$ cat config.mk
export PLATFORM = sky130hd
export DESIGN_NAME = grinder_purge_sequencer_top
export DESIGN_NICKNAME = d
export VERILOG_FILES = /design/src/gps_pkg.sv /design/src/gps_core.sv /design/src/grinder_purge_sequencer_top.sv
export SDC_FILE = /design/constraint.sdc
export NUM_CORES = 1
export LEC_CHECK = 0
export BUFFER_PORTS_ARGS = -buffer_cell sky130_fd_sc_hd__buf_2
export CAP_MARGIN = 20
export CELL_PAD_IN_SITES_DETAIL_PLACEMENT = 1
export CELL_PAD_IN_SITES_GLOBAL_PLACEMENT = 1
export CORE_MARGIN = 2
export CORE_UTILIZATION = 30
export CTS_CLUSTER_SIZE = 20
export DETAILED_ROUTE_END_ITERATION = 10
export GPL_TIMING_DRIVEN = 1
export PLACE_DENSITY_LB_ADDON = 0.1
export REMOVE_ABC_BUFFERS = 1
export SLEW_MARGIN = 15
export SYNTH_ARGS = -nofsm -noshare
export SYNTH_HDL_FRONTEND = slang
export SYNTH_SLANG_ARGS = --single-unit
$ cat constraint.sdc
create_clock -name clk_i -period 6.5 [get_ports clk_i]
set_clock_uncertainty 0.15 [all_clocks]
set_input_delay 0.65 -clock clk_i [delete_from_list [all_inputs] [get_ports clk_i]]
set_output_delay 0.65 -clock clk_i [all_outputs]
set_load 0.005 [all_outputs]
$ cat src/gps_pkg.sv
// Shared types and constants for the grinder purge sequencer.
// No dependencies; used by every file under src.
package gps_pkg;

  // Tick counter width as seen by the sequencer (default for the top level).
  localparam int unsigned TICK_BITS_DEF = 32;

  // Payload and configuration widths.
  localparam int unsigned NOW_W   = 32;
  localparam int unsigned CODE_W  = 8;
  localparam int unsigned CFG_W   = 20;
  localparam int unsigned CFG_IDX_W = 1;

  // Configuration register indexes.
  localparam logic [CFG_IDX_W-1:0] REG_LOADING = 1'd0;
  localparam logic [CFG_IDX_W-1:0] REG_RUN     = 1'd1;

  // Configuration reset values.
  localparam logic [CFG_W-1:0] LOADING_RST = 20'd10000;
  localparam logic [CFG_W-1:0] RUN_RST     = 20'd5000;

  // Input codes with a meaning.
  localparam logic [CODE_W-1:0] ABLE_TO_CLEAR = 8'd2;
  localparam logic [CODE_W-1:0] HANDLE_SEATED = 8'd1;

  typedef enum logic [2:0] {
    STEP_NONE  = 3'd0,
    STEP_HINT  = 3'd1,
    STEP_DELAY = 3'd2,
    STEP_WAIT  = 3'd3,
    STEP_RUN   = 3'd4,
    STEP_DONE  = 3'd5
  } step_e;

  typedef enum logic [1:0] {
    VOICE_NONE   = 2'd0,
    VOICE_UNLOCK = 2'd1,
    VOICE_HANDLE = 2'd2,
    VOICE_CHIME  = 2'd3
  } voice_e;

  // Control state of the sequence (tick stamp is kept apart, its width varies).
  typedef struct packed {
    logic  active;
    step_e step;
    logic  grinder_on;
  } seq_state_t;

  // One result of a control-loop pass.
  typedef struct packed {
    logic   next_mode;
    logic   grind_start;
    logic   grind_stop;
    voice_e voice;
    logic   clear_keys;
    step_e  step_now;
  } seq_res_t;

endpackage

$ cat src/gps_core.sv
// Next-state and result logic for one pass of the purge sequence.
// Depends on gps_pkg.
module gps_core #(
  parameter int unsigned TICK_BITS = gps_pkg::TICK_BITS_DEF
) (
  input  gps_pkg::seq_state_t               state_i,
  input  logic [TICK_BITS-1:0]              step_start_i,
  input  logic [TICK_BITS-1:0]              cur_tick_i,
  input  logic [gps_pkg::CODE_W-1:0]        bin_status_i,
  input  logic [gps_pkg::CODE_W-1:0]        handle_flag_i,
  input  logic [gps_pkg::CODE_W-1:0]        fault_code_i,
  input  logic                              water_short_i,
  input  logic                              voice_busy_i,
  input  logic [gps_pkg::CFG_W-1:0]         loading_ticks_i,
  input  logic [gps_pkg::CFG_W-1:0]         run_ticks_i,
  output gps_pkg::seq_state_t               state_o,
  output logic [TICK_BITS-1:0]              step_start_o,
  output gps_pkg::seq_res_t                 res_o
);

  localparam int unsigned CMP_W = (TICK_BITS > gps_pkg::CFG_W) ? TICK_BITS : gps_pkg::CFG_W;

  gps_pkg::seq_state_t  st;
  gps_pkg::seq_res_t    res;
  logic [TICK_BITS-1:0] start;
  logic [CMP_W-1:0]     elapsed;
  logic                 handle;
  logic                 abort;
  logic                 go_en;
  gps_pkg::step_e       go_step;

  always_comb begin
    st      = state_i;
    start   = step_start_i;
    abort   = 1'b0;
    go_en   = 1'b0;
    go_step = gps_pkg::STEP_NONE;
    handle  = (handle_flag_i == gps_pkg::HANDLE_SEATED);

    res             = '0;
    res.next_mode   = 1'b1;
    res.clear_keys  = 1'b1;
    res.voice       = gps_pkg::VOICE_NONE;

    // Fresh sequence: arm it and stamp the current tick.
    if (!st.active) begin
      st.active = 1'b1;
      st.step   = gps_pkg::STEP_NONE;
      start     = cur_tick_i;
    end

    elapsed = CMP_W'(cur_tick_i - start);

    if (fault_code_i != '0 || water_short_i || bin_status_i != gps_pkg::ABLE_TO_CLEAR) begin
      abort = 1'b1;
    end else if (st.step == gps_pkg::STEP_NONE) begin
      go_en     = 1'b1;
      go_step   = gps_pkg::STEP_HINT;
      res.voice = gps_pkg::VOICE_UNLOCK;
    end else if (st.step == gps_pkg::STEP_HINT) begin
      go_en   = 1'b1;
      go_step = gps_pkg::STEP_DELAY;
    end else if (st.step == gps_pkg::STEP_DELAY &&
                 elapsed < CMP_W'(loading_ticks_i)) begin
      // hold in delay
    end else if (!handle) begin
      res.grind_stop = st.grinder_on;
      st.grinder_on  = 1'b0;
      go_en          = 1'b1;
      go_step        = gps_pkg::STEP_WAIT;
      res.voice      = gps_pkg::VOICE_HANDLE;
    end else if (st.step != gps_pkg::STEP_RUN && st.step != gps_pkg::STEP_DONE) begin
      if (!voice_busy_i && !st.grinder_on) begin
        res.grind_start = 1'b1;
        st.grinder_on   = 1'b1;
        go_en           = 1'b1;
        go_step         = gps_pkg::STEP_RUN;
      end
    end else if (st.step == gps_pkg::STEP_RUN && elapsed >= CMP_W'(run_ticks_i)) begin
      res.grind_stop = st.grinder_on;
      st.grinder_on  = 1'b0;
      go_en          = 1'b1;
      go_step        = gps_pkg::STEP_DONE;
      res.voice      = gps_pkg::VOICE_CHIME;
    end else if (st.step == gps_pkg::STEP_DONE && !voice_busy_i) begin
      abort = 1'b1;
    end

    // Restamp only on a real step change.
    if (go_en && st.step != go_step) begin
      st.step = go_step;
      start   = cur_tick_i;
    end

    if (abort) begin
      res.grind_stop = st.grinder_on;
      st.grinder_on  = 1'b0;
      st.step        = gps_pkg::STEP_NONE;
      st.active      = 1'b0;
      start          = '0;
      res.next_mode  = 1'b0;
      res.clear_keys = 1'b0;
      res.voice      = gps_pkg::VOICE_NONE;
    end

    res.step_now = st.step;
  end

  assign state_o      = st;
  assign step_start_o = start;
  assign res_o        = res;

endmodule

$ cat src/grinder_purge_sequencer_top.sv
// Top level of the grinder purge sequencer: request register, sequence
// state, result register and configuration registers. Depends on gps_pkg, gps_core.
//
// Usage:
//   Each request on the in_* channel is one pass of the control loop while a
//   bean-hopper purge runs. The block answers every request with exactly one
//   result on the out_* channel, in order.
// Flow:
//   A request accepted at one clock edge sits in the request register; once
//   the result register is free or draining, the sequence logic runs and
//   loads the result into the result register, which drives out_valid_o.
//   One request per cycle is sustained while out_ready_i is high: the state
//   loops through gps_core, and in_ready_o stays high while the result moves.
// Stall:
//   With out_ready_i low the result holds; one more request waits in the
//   request register, then in_ready_o drops until the receiver drains.
// Reset:
//   rst_ni low clears both valid flags and the sequence state (inactive, step
//   none, grinder off, stamp zero) and loads the default loading and run
//   periods. Configuration writes take effect at the edge with cfg_we_i high.
module grinder_purge_sequencer_top #(
  parameter int unsigned TICK_BITS = gps_pkg::TICK_BITS_DEF
) (
  input  logic                          clk_i,
  input  logic                          rst_ni,
  // configuration port
  input  logic                          cfg_we_i,
  input  logic [gps_pkg::CFG_IDX_W-1:0] cfg_addr_i,
  input  logic [gps_pkg::CFG_W-1:0]     cfg_wdata_i,
  // request channel
  input  logic                          in_valid_i,
  output logic                          in_ready_o,
  input  logic [gps_pkg::NOW_W-1:0]     now_tick_i,
  input  logic [gps_pkg::CODE_W-1:0]    bin_status_i,
  input  logic [gps_pkg::CODE_W-1:0]    handle_flag_i,
  input  logic [gps_pkg::CODE_W-1:0]    fault_code_i,
  input  logic                          water_short_i,
  input  logic                          voice_busy_i,
  // result channel
  output logic                          out_valid_o,
  input  logic                          out_ready_i,
  output logic                          next_mode_o,
  output logic                          grind_start_o,
  output logic                          grind_stop_o,
  output logic [1:0]                    voice_request_o,
  output logic                          clear_keys_o,
  output logic [2:0]                    step_now_o
);

  // configuration registers
  logic [gps_pkg::CFG_W-1:0] loading_q, run_q;

  // request register
  logic                       in_vld_q, in_vld_d;
  logic [gps_pkg::NOW_W-1:0]  now_q;
  logic [gps_pkg::CODE_W-1:0] bin_q, handle_q, fault_q;
  logic                       water_q, busy_q;

  // sequence state
  gps_pkg::seq_state_t  state_q, state_d;
  logic [TICK_BITS-1:0] start_q, start_d;

  // result register
  logic              out_vld_q, out_vld_d;
  gps_pkg::seq_res_t res_q, res_d;

  logic in_take;
  logic advance;

  // Advance when a request is held and the result slot is free or draining.
  assign advance    = in_vld_q && (!out_vld_q || out_ready_i);
  assign in_ready_o = !in_vld_q || advance;
  assign in_take    = in_valid_i && in_ready_o;
  assign in_vld_d   = in_take || (in_vld_q && !advance);
  assign out_vld_d  = advance || (out_vld_q && !out_ready_i);

  gps_core #(
    .TICK_BITS (TICK_BITS)
  ) u_core (
    .state_i         (state_q),
    .step_start_i    (start_q),
    .cur_tick_i      (TICK_BITS'(now_q)),
    .bin_status_i    (bin_q),
    .handle_flag_i   (handle_q),
    .fault_code_i    (fault_q),
    .water_short_i   (water_q),
    .voice_busy_i    (busy_q),
    .loading_ticks_i (loading_q),
    .run_ticks_i     (run_q),
    .state_o         (state_d),
    .step_start_o    (start_d),
    .res_o           (res_d)
  );

  // Configuration writes: no wait, no read-back.
  always_ff @(posedge clk_i or negedge rst_ni) begin
    if (!rst_ni) begin
      loading_q <= gps_pkg::LOADING_RST;
      run_q     <= gps_pkg::RUN_RST;
    end else if (cfg_we_i) begin
      unique case (cfg_addr_i)
        gps_pkg::REG_LOADING: loading_q <= cfg_wdata_i;
        gps_pkg::REG_RUN:     run_q     <= cfg_wdata_i;
        default: ;
      endcase
    end
  end

  // Control: valid flags and sequence state.
  always_ff @(posedge clk_i or negedge rst_ni) begin
    if (!rst_ni) begin
      in_vld_q  <= 1'b0;
      out_vld_q <= 1'b0;
      state_q   <= '{active: 1'b0, step: gps_pkg::STEP_NONE, grinder_on: 1'b0};
      start_q   <= '0;
    end else begin
      in_vld_q  <= in_vld_d;
      out_vld_q <= out_vld_d;
      if (advance) begin
        state_q <= state_d;
        start_q <= start_d;
      end
    end
  end

  // Payload: capture the request, load the result.
  always_ff @(posedge clk_i) begin
    if (in_take) begin
      now_q    <= now_tick_i;
      bin_q    <= bin_status_i;
      handle_q <= handle_flag_i;
      fault_q  <= fault_code_i;
      water_q  <= water_short_i;
      busy_q   <= voice_busy_i;
    end
    if (advance) begin
      res_q <= res_d;
    end
  end

  assign out_valid_o     = out_vld_q;
  assign next_mode_o     = res_q.next_mode;
  assign grind_start_o   = res_q.grind_start;
  assign grind_stop_o    = res_q.grind_stop;
  assign voice_request_o = res_q.voice;
  assign clear_keys_o    = res_q.clear_keys;
  assign step_now_o      = res_q.step_now;

endmodule

### Yosys cells after proc, flatten, opt, wreduce, memory -nomap -nowiden

Cells that the tools add are included.

* bits in registers: 146
* output and inout bits: 11
* word-level logic and storage cells: 113

* $add $sub $neg: 1
* magnitude comparators: 2
* reduce and logical (&&, ||, !) cells: 29
* equal/unequal tests: 9
* muxes and demuxes: 48
* bitwise operators: 3

Operators with widths (count)
* $mux 32: 3
* $mux 3: 16
* $ge 32x20->1: 1
* $lt 32x20->1: 1
* $sub 32x32->32: 1
* $mux 1: 26
* $logic_and 1x1->1: 10
* $eq 8x1->1 const B: 1
* $ne 8x2->1 const B: 1
* $reduce_bool 8->1: 1
* $eq 3x3->1 const B: 2
* $logic_not 1->1: 6
* $logic_or 1x1->1: 6
* $ne 3x3->1 const B: 2
* $reduce_or 6->1: 1
* $mux 5: 1
* $reduce_or 5->1: 1
* $mux 4: 1
* $reduce_and 2->1: 2
* $eq 3x1->1 const B: 1
* $eq 3x2->1 const B: 1
* $logic_not 3->1: 1
* $ne 3x3->1: 1
* $not 1->1: 3
* other kinds (2): 2

### Depth between registers and ports, before layout

* depth after elaboration: 15
* gate-level depth with buffers: 27

### Cells and area by module

A second synthesis with hierarchy kept.

* cells, all modules: 897
* area, all modules: 9605.5 µm²

By module, submodules not included
* grinder_purge_sequencer_top: times used 1, sequential area each 4001.3 µm², cells each 240, area each 5058.6 µm²
* gps_core: times used 1, sequential area each 0.0 µm², cells each 657, area each 4546.9 µm²

### Worst setup path after synthesis

OpenSTA, ideal clock, no wires.

* path type: reg-to-reg
* start point: register state_q[4] (netlist name)
* end point: register start_q[23]
* period minus slack after synthesis: 5.951 ns
* setup time: 0.066 ns
* data required time: 6.284 ns
* arrival time: 5.734 ns
* stages on the path, launching flop included: 26
* path slack: 0.549 ns
* cell sequence: dfrtp_1 buf_4 clkbuf_1 buf_1 nand2_1 o21ai_0 ha_1 inv_1 fa_1 a21o_1 a221o_2 a311o_1 o21ai_0 o21a_1 o21bai_1 a21oi_1 xnor2_1 ha_1 nand4_1 o31ai_1 o311ai_1 o21ai_1 o21ba_2 nor3_2 clkbuf_1 a22o_1

* word-level cells in the longest chain between the ends: 15

Ends and longest elaborated chain
* start, declared: RTL line grinder_purge_sequencer_top.sv:60 `gps_pkg::seq_state_t state_q, state_d;`
* start signal, assigned: RTL line grinder_purge_sequencer_top.sv:114 `state_q <= '{active: 1'b0, step: gps_pkg::STEP_NONE, grinder_on: 1'b0};`
* start signal, assigned: RTL line grinder_purge_sequencer_top.sv:120 `state_q <= state_d;`
* $mux 32: RTL line gps_core.sv:46 `if (!st.active) begin`
* $sub 32x32->32: RTL line gps_core.sv:52 `elapsed = CMP_W'(cur_tick_i - start);`
* $ge 32x20->1: RTL line gps_core.sv:79 `end else if (st.step == gps_pkg::STEP_RUN && elapsed >= CMP_W'(run_ticks_i)) begin`
* $logic_and 1x1->1: RTL line gps_core.sv:79
* $mux 3: RTL line gps_core.sv:79
* $mux 3: RTL line gps_core.sv:72 `end else if (st.step != gps_pkg::STEP_RUN && st.step != gps_pkg::STEP_DONE) begin`
* $mux 3: RTL line gps_core.sv:66 `end else if (!handle) begin`
* $mux 3: RTL line gps_core.sv:63 `end else if (st.step == gps_pkg::STEP_DELAY &&`
* $mux 3: RTL line gps_core.sv:60 `end else if (st.step == gps_pkg::STEP_HINT) begin`
* $mux 3: RTL line gps_core.sv:56 `end else if (st.step == gps_pkg::STEP_NONE) begin`
* $mux 3: RTL line gps_core.sv:54 `if (fault_code_i != '0 || water_short_i || bin_status_i != gps_pkg::ABLE_TO_CLEAR) begin`
* $ne 3x3->1: RTL line gps_core.sv:90 `if (go_en && st.step != go_step) begin`
* $logic_and 1x1->1: RTL line gps_core.sv:90
* $mux 32: RTL line gps_core.sv:90
* $mux 32 (*): RTL line gps_core.sv:95 `if (abort) begin`
* end signal, assigned: RTL line grinder_purge_sequencer_top.sv:121 `start_q <= start_d;`
* end, declared: RTL line grinder_purge_sequencer_top.sv:61 `logic [TICK_BITS-1:0] start_q, start_d;`

Every way passes the cells marked *; elsewhere a longest branch is shown, timed or not.
A chain may end at the register's enable or synchronous reset.

### Final worst setup path

* start point: register state_q[4] (netlist name)
* end point: register start_q[15]

Same word-level chain as after synthesis.

==> impl_metrics.yaml <==
cts:
  post-cts-setup-buffers: 0
  clk_pin_slew_worst_paths_ps: 70
  cts-htree-levels: 4
  clockBufferDepth: 2
  ctsHoldBuffers: 0
  cts_resized: 0
  cts_sinks: 145
  cts_buffers: 17
  clock_latency_ps: 440
  cts_tree: "yes"
  cts_root_buffer: "clkbuf_16"
logic_synthesis:
  synth_seq_cells: 145
  synth_area_leader_cell: "edfxtp_1"
  synthTopCellsByArea: "edfxtp_1 (23%), dfrtp_1 (20%), ha_1 (10%), mux2i_1 (3.6%), a22o_1 (3.5%)"
  synth_top_cell_area_share: 0.230
  synth_cell_types: 70
  syn_area_um2: 8610
  ys_warn_count: 0
  avgSynthCellArea_um2: 10.8
  ys.flop_type: "dfrtp_1"
  yosysMostFrequentCell: "ha_1"
  synthArstFlopShare: 0.545
  synth_common_cells: "ha_1 (71), dfrtp_1 (69), edfxtp_1 (66), nand2_1 (62), inv_1 (52)"
  synthCells: 797
  synth_edf_count: 66
  ys_seq_area_frac: 0.461
critical_path:
  path_depth: 21
  crit_path_end_kind: "flip-flop"
  r2r_end: "start_q[15]"
  worstSetupPathType: "flip-flop to flip-flop"
  required_ps: 6720
  critPathBufInv: 2
  r2r_start: "state_q[4]"
  crit_start: "state_q[4]"
  critPathTopFamily: "compound AO/OA/AOI/OAI gates"
  r2r_setup_slack_ps: 510
  worstSetupEndpoint: "start_q[15]"
  cp_slowest_stage_delay_ps: 740
  reg2regPathDepth: 21
  crit_fanout: 26
  crit_chain: "o21ai_0 > ha_1 > inv_1 > fa_1 > a21o_1 > a221o_2 > a311o_1 > o21ai_0 > o21a_1 > o21bai_1 > a21oi_1 > xnor2_1 > ha_1 > nand4_1 > o31ai_1 > o311ai_1 > o21ai_1 > o21ba_2 > nor3_4 > buf_4 > a22o_1"
  critPathArrivalTime_ps: 6210
  cp_slowest_cell: "o31ai_1"
  startpoint_type: "flip-flop"
power_and_ir_drop:
  ir_worst_vdd_mv: 0.159
  finalPower_mw: 2.67
  p_leak_nw: 4.30
  p_per_area_nw_per_um2: 264
floorplan:
  dieWidth_um: 173
  core_um2: 28500
  ios: 95
  initial_core_util: 0.302
  die_h_um: 173
  row_count: 62
  die-area_um2: 30100
sta:
  setup_viol: 0
  hold_violations: 0
  worst_pin_slew_ps: 988
  rsz0062_at_grt: "false"
  period_needed_ps: 5990
  slew_violations: 0
  layout_setup_ws_ps: 515
  finalCritPeriodShare: 0.921
  max_freq_mhz: 167
  relSlewSlack: 0.340
drt:
  wire_per_inst_um: 17.7
  vias_per_cell: 4.98
  first_pass_iters: 4
  drt-total-wl_mm: 22.7
  drt_iter0_drc: 276
  dr_total_vias: 6401
  ant_nets: 0
  remaining_drc_errors: 0
final_layout:
  areaGrowthSynthToFinish_pct: 17.3
  n_antenna_cell: 0
  drive_gt1_frac: 0.207
  fin_util: 0.355
  nNetsFinal: 1045
global_routing:
  track_usage: 0.157
  grt_pass1_wl_mm: 37.5
  grt_overflow: 0
  grt_pass1_vias: 6939
  grt_start_max_net_pins: 59
  grt_antenna_before_repair: 0
placement:
  pre_cts_slack_ps: 511
  port_buffers: 94
  dpl.hpwl_mm: 17.2
  gp_congestion: 0.801
outcome:
  status: "complete, no violations"
min_path:
  worstHoldPathType: "input port to async pin"
job:
  cap_violations: 0
[per-layer routing]
metal	up-vias	track usage	wire (µm)
met5	-	0	0
met4	0	0.0403	239
met3	17	0.0292	583
met2	93	0.254	10600
met1	3131	0.216	11300
li1	3160	-	-
[registers in the layout, summed over array words and instances (netlist names), 5 cells and up]
name and flops:
now_q 32, handle_q 8, bin_q 8, start_q 32, state_q 5, loading_q 20, run_q 20, fault_q 8
[cells in the final DEF (no fill, tap or decap), types with 28 or more instances in the layout]
master / count
a22o_1: 34
dfrtp_1: 68
inv_1: 52
buf_2: 93
ha_1: 71
o21ai_0: 48
nand2_1: 62
mux2i_1: 31
edfxtp_1: 66
nor2_1: 28
a21oi_1: 48
[power by group]
part / switching [mW] / internal, mW / total [mW]
sequential: 0.0302 / 1.03 / 1.06
combinational: 0.338 / 0.244 / 0.582
clock: 0.499 / 0.522 / 1.02
total: 0.867 / 1.80 / 2.67
[per-stage QoR]
stage | cell area (µm²) | TNS [ps] | hold WS, ps | cells
detailed placement | 9490 | 0 | 342 | 1254
floorplan | 8450 | -8480 | 204 | 766
global placement | 9490 | 0 | 329 | 1254
finish | 10100 | 0 | 12.3 | 1286
CTS | 10100 | 0 | 20.3 | 1286
global route | 10100 | 0 | 37.3 | 1286
[cells by family (layout without fill, tap and decap cells)]
kind of cell    Yosys count  count (layout)  share of synthesized area
simple gates            188             188                      0.112
buf+inv                  83             188                     0.0407
flops                   145             145                      0.461
compound gates          232             232                      0.191
xor+xnor                 25              25                     0.0254
fa+ha+maj                72              72                      0.106
mux                      52              52                     0.0635
[worst min-delay path by stage]
stage / endpoint / slack, ps / cells past startpoint
2_1_floorplan: in_vld_q / 200 / 0
6_report: loading_q[2] / 10 / 1
3_3_place_gp: start_q[0] / 330 / 1
5_1_grt: loading_q[3] / 40 / 1
3_5_place_dp: start_q[9] / 340 / 1
4_1_cts: loading_q[3] / 20 / 1
[cell type report]
| type | instances | area, µm² |
|---|---|---|
| Multi-Input combinational cell | 569 | 4300 |
| Clock buffer | 17 | 425 |
| Sequential cell | 145 | 3970 |
| Inverter | 52 | 195 |
| Fill cell | 3211 | 18400 |
| Tap cell | 384 | 480 |
| Clock inverter | 15 | 176 |
| Timing Repair Buffer | 104 | 548 |
Power figures use the tool's default switching activity.
